===== src/hw/rtl/sqs_pkg.sv =====
// package: shared types and codes for the double-ended word store
`timescale 1ns / 1ps
package sqs_pkg;

  localparam int WORD_W  = 32;
  localparam int COUNT_W = 7;

  typedef logic signed [WORD_W-1:0] word_t;

  // operation codes
  localparam logic [1:0] KIND_PUSH      = 2'd0;
  localparam logic [1:0] KIND_POP_BACK  = 2'd1;
  localparam logic [1:0] KIND_POP_FRONT = 2'd2;
  localparam logic [1:0] KIND_SEARCH    = 2'd3;

  // result status codes
  localparam logic [1:0] STAT_OK       = 2'd0;
  localparam logic [1:0] STAT_EMPTY    = 2'd1;
  localparam logic [1:0] STAT_FULL     = 2'd2;
  localparam logic [1:0] STAT_NO_MATCH = 2'd3;

  localparam word_t NO_DATA = -32'sd1;

  typedef struct packed {
    logic [1:0] kind;
    word_t      value;
  } cmd_t;

  typedef struct packed {
    word_t              data;
    logic [1:0]         status;
    logic [COUNT_W-1:0] item_count;
    logic               is_empty_flag;
    logic               last;
  } result_t;

  // per-cycle control broadcast to every cell
  typedef struct packed {
    logic push;
    logic pop_front;
    logic pop_back;
    logic load_match;
    logic shift_match;
  } cell_ctrl_t;

endpackage


===== src/hw/rtl/sqs_cell.sv =====
// module: one storage cell of the word chain, front end at cell zero
`timescale 1ns / 1ps
module sqs_cell (
  input  logic                clk,
  input  logic                rst,
  input  sqs_pkg::cell_ctrl_t ctrl,
  input  sqs_pkg::word_t      value,
  input  logic                prev_valid,
  input  sqs_pkg::word_t      next_data,
  input  logic                next_valid,
  input  logic                next_match,
  output sqs_pkg::word_t      data,
  output logic                valid,
  output logic                match
);

  logic is_tail;
  logic is_slot;

  assign is_tail = valid && !next_valid;
  assign is_slot = !valid && prev_valid;

  // payload, no reset
  always_ff @(posedge clk) begin
    if (ctrl.pop_front) begin
      data <= next_data;
    end else if (ctrl.push && is_slot) begin
      data <= value;
    end
  end

  always_ff @(posedge clk) begin
    if (rst) begin
      valid <= 1'b0;
      match <= 1'b0;
    end else begin
      if (ctrl.pop_front) begin
        valid <= next_valid;
      end else if (ctrl.push && is_slot) begin
        valid <= 1'b1;
      end else if (ctrl.pop_back && is_tail) begin
        valid <= 1'b0;
      end
      if (ctrl.load_match) begin
        match <= valid && (data == value);
      end else if (ctrl.shift_match) begin
        match <= next_match;
      end
    end
  end

endmodule


===== config.mk =====
export PLATFORM = sky130hd
export DESIGN_NAME = sqs_cell
export DESIGN_NICKNAME = d
export VERILOG_FILES = /design/src/hw/rtl/sqs_pkg.sv /design/src/hw/rtl/sqs_cell.sv
export SDC_FILE = /design/constraint.sdc
export NUM_CORES = 1
export LEC_CHECK = 0
export BUFFER_PORTS_ARGS = -buffer_cell sky130_fd_sc_hd__buf_2
export CORE_MARGIN = 2
export CORE_UTILIZATION = 46
export DETAILED_ROUTE_END_ITERATION = 6
export GPL_ROUTABILITY_DRIVEN = 0
export PLACE_DENSITY = 0.81
export RECOVER_POWER = 100
export SETUP_SLACK_MARGIN = 0.2
export SLEW_MARGIN = 20
export SYNTH_ARGS = -nofsm -noshare
export SYNTH_HDL_FRONTEND = slang
export SYNTH_SLANG_ARGS = --single-unit

===== constraint.sdc =====
create_clock -name clk -period 5.1 [get_ports clk]
set_input_delay 1.53 -clock clk [delete_from_list [all_inputs] [get_ports clk]]
set_output_delay 1.53 -clock clk [all_outputs]
set_load 0.05 [all_outputs]

Word-level counts from Yosys, hierarchy flattened
Index checks and enable logic that the tools add are counted.
{"block": "word_totals", "ff_bits": 34, "in_bits": 74, "output_inout_bits": 34, "elab_cells": 21}
{"block": "op_classes", "n_eq_ne": 1, "muxes": 7, "n_reduce_logical": 10}
{"cell": "32-bit two-way mux", "n": 2}
{"cell": "32-bit equality test", "n": 1}
{"cell": "1-bit logical AND", "n": 5}
{"cell": "1-bit two-way mux", "n": 5}
{"cell": "2-bit nonzero test", "n": 2}
{"cell": "3-bit nonzero test", "n": 1}
{"cell": "1-bit logical NOT", "n": 2}

Depth between registers and ports, before layout
{"block": "depth", "ltp_word": 6, "mapped_depth": 5, "mapped_depth_nobuf": 5}

Worst setup path before layout
No wires, ideal clock.
{"block": "synth_timing", "path_kind": "in2reg", "startpoint": "in ctrl[3] in the netlist's numbering", "endpoint": "reg data[0], enable pin", "setup_time_ps": 395, "arrival_time_ps": 2593, "required_time_ps": 4705, "path_slack_ps": 2112, "stages": 2, "n_path_buf": 1, "cell_sequence": "clkbuf_1 -> nand2b_1"}
{"block": "synth_via", "elab_chain_len": 1}
{"item": "start: declaration", "line_no": "sqs_cell.sv:6", "source": "input sqs_pkg::cell_ctrl_t ctrl,"}
{"item": "2-bit nonzero test (no line)"}
{"item": "end signal: assignment", "line_no": "sqs_cell.sv:26", "source": "data <= next_data;"}
{"item": "end signal: assignment", "line_no": "sqs_cell.sv:28", "source": "data <= value;"}
{"item": "end: declaration", "line_no": "sqs_cell.sv:12", "source": "output sqs_pkg::word_t data,"}
No other way between the ends.
A chain may end at the register's enable or synchronous reset.

Worst setup path in the final report
{"block": "layout_timing", "startpoint": "in ctrl[3] in the netlist's numbering", "endpoint": "reg data[2], enable pin"}
The elaborated chain is that of the path after synthesis.

==> impl_metrics.yaml <==
global_routing:
  antenna_found_initial: 0
  grt_pass1_wl_mm: 5.80
  gr-usage-all-layers_pct: 18.1
  grt_pass1_vias: 1314
  grt_max_degree: 35
  grt-ovfl-total: 0
cts:
  cts_tree: "yes"
  clk_path_buf_depth: 2
  insertion_delay_ns: 0.27
  cts_hold_buf: 0
  cts-resized-gates: 0
  htree_levels: 2
  postCtsSetupBuffers: 0
  numCtsBuffers: 5
  cts.sinks: 34
  cts_root_buffer: "clkbuf_8"
  clk_pin_slew_ns: 0.06
detailed_routing:
  drt_iter0_drc: 46
  ant_nets: 0
  wl_per_cell_um: 13.9
  drtPass1Iterations: 4
  routed-via-count: 1379
  drc: 0
  routed_wl_mm: 3.91
  drt-vias-per-instance: 4.91
logic_synthesis:
  synth-compound-area-share_pct: 1.81
  synthAdderAreaFrac_pct: 0
  synth_mux_area_share_pct: 20.7
  synth_simple_gate_area_share_pct: 4.82
  synthesis.instances: 121
  yosysTopAreaCell: "edfxtp_1"
  synth_top_area_share_pct: 53.6
  syn_area_per_cell_um2: 14.8
  ys_seq_area_share_pct: 55.8
  synth.distinct_cells: 18
  synth_top_family_by_area: "multiplexers"
  netlist_top_cells_area: "edfxtp_1 (54%), mux2_2 (20%), xnor2_1 (9.8%), xor2_1 (5.9%), dfxtp_1 (2.2%)"
  synthesis.area_um2: 1790
  synth-seq-cells: 34
  synth-xor-area-share_pct: 15.6
  syn_nets: 195
  synth_warnings: 0
finish:
  drive_gt1_share_pct: 47.6
  fillers: 323
  design_area_um2: 2410
  multiInputGateArea_um2: 762
  regArea_um2: 1000
  nNetsFinal: 306
  n_antenna_cell: 0
  syn_to_final_growth_pct: 34.2
timing:
  layout_min_cycle_time_ns: 3.90
  max_slew.worst_pin.slew_ns: 1.82
  setup_viol: 0
  finalHoldViolCount: 0
  slew_violations: 35
  fin_crit_sh_pct: 76.5
  relSlewSlack_pct: -21.1
  fmax_mhz: 256
  finalSetupTns_ns: 0
  rsz0062_at_grt: "false"
  skew_ns: 0.00199
flow_run:
  cap_violations: 1
floorplan:
  io_pins: 108
  floorplan.initialDensity_pct: 48.2
  fp.dieW_um: 66.4
  dieArea_um2: 4410
  rows: 22
  die_h_um: 66.4
  core_um2: 3720
setup_path:
  cp-start-kind: "input pin"
  worstPathArrival_ns: 3.86
  worstPathRequired_ns: 5.06
  path_class: "in -> reg"
  rr_endpoint: "data[2]"
  end_kind: "flop"
  crit_path_start: "ctrl[3]"
  reg2reg_slack_ns: 3.38
  reg2reg_depth: 3
  r2r-start: "valid"
  crit_end: "data[2]"
  path_max_fanout: 34
pwr:
  p_leak_uw: 0.000952
  ir_worst_vdd_uv: 173
  powerDensity_nw_per_um2: 301
outcome:
  outcome: "finished, violations left"
  violations: "max-capacitance violations, max-slew violations"
hold_path:
  hp-class: "reg -> reg"
placed_design:
  place_area_um2: 2380
  dp_hpwl_mm: 3.15
  io_buffers: 107
sequential cells by signal, indices dropped and copies added, names as in the netlist:
register / flops
data: 32
match: 1
valid: 1
per-stage QoR:
step / hold WS (ns) / power (µW) / setup slack [ns] / std cells / util [%]
after global placement: 0.573 / 555 / 1.70 / 273 / 64.0
after global routing: 0.626 / 757 / 0.971 / 281 / 64.7
after detailed placement: 0.573 / 558 / 1.61 / 273 / 64.0
final: 0.603 / 724 / 1.20 / 281 / 64.7
after CTS: 0.590 / 735 / 1.91 / 281 / 66.1
after floorplan: 0.807 / 493 / 2.11 / 121 / -
how the worst min path moves through the flow:
stage / start / endpoint / cells after the start
2_1_floorplan: valid / match / 4
3_3_place_gp: valid / valid / 1
3_5_place_dp: valid / valid / 1
4_1_cts: valid / valid / 1
5_1_grt: valid / valid / 1
6_report: valid / valid / 1
cell families after synthesis:
family          after synthesis
compound gates                3
xor+xnor                     32
buf+inv                       5
flops                        34
mux                          33
simple gates                 14
final cells by class:
class / count / share of cell area, %
Multi-Input combinational cell: 82 / 31.7
Sequential cell: 34 / 41.6
Tap cell: 48 / 2.50
Clock inverter: 3 / 0.468
Clock buffer: 5 / 2.86
Timing Repair Buffer: 108 / 20.7
Inverter: 1 / 0.156
cell usage in the layout, fill, tap and decap left out, types with 2 or more instances in the layout:
master / instances
clkbuf_8: 5
mux2_2: 32
xnor2_1: 20
buf_2: 72
nand4_1: 6
clkinv_1: 3
xor2_1: 12
edfxtp_1: 32
clkbuf_1: 35
nor4_1: 4
dfxtp_1: 2
cells in the mapped netlist:
cell type	count
inv_1	1
nand2_1	1
nor4_1	4
o221a_2	1
a21oi_1	1
mux2i_1	1
nand3b_1	1
or3_1	1
nand4_1	6
nand2b_1	1
xor2_1	12
o41ai_2	1
edfxtp_1	32
dfxtp_1	2
buf_2	3
xnor2_1	20
mux2_2	32
clkbuf_1	1
power by group:
part	total [µW]	switching, µW	internal [µW]
logic	195	128	67.7
registers	350	15.1	335
clock network	179	87.8	91.0
total	724	231	494
worst max-delay path: stages:
cell	delay, ns
clkbuf_1	1.28
nand2b_1	0.65
buf_4	0.39
per-layer routing:
layer	wire, µm	share of wire (%)	global-route usage, %
met4	74	1.9	6.89
met1	1570	40	20.5
met5	0	0	0
met3	204	5.2	5.11
met2	2070	53	32.1
(Power assumes the default switching activity.)
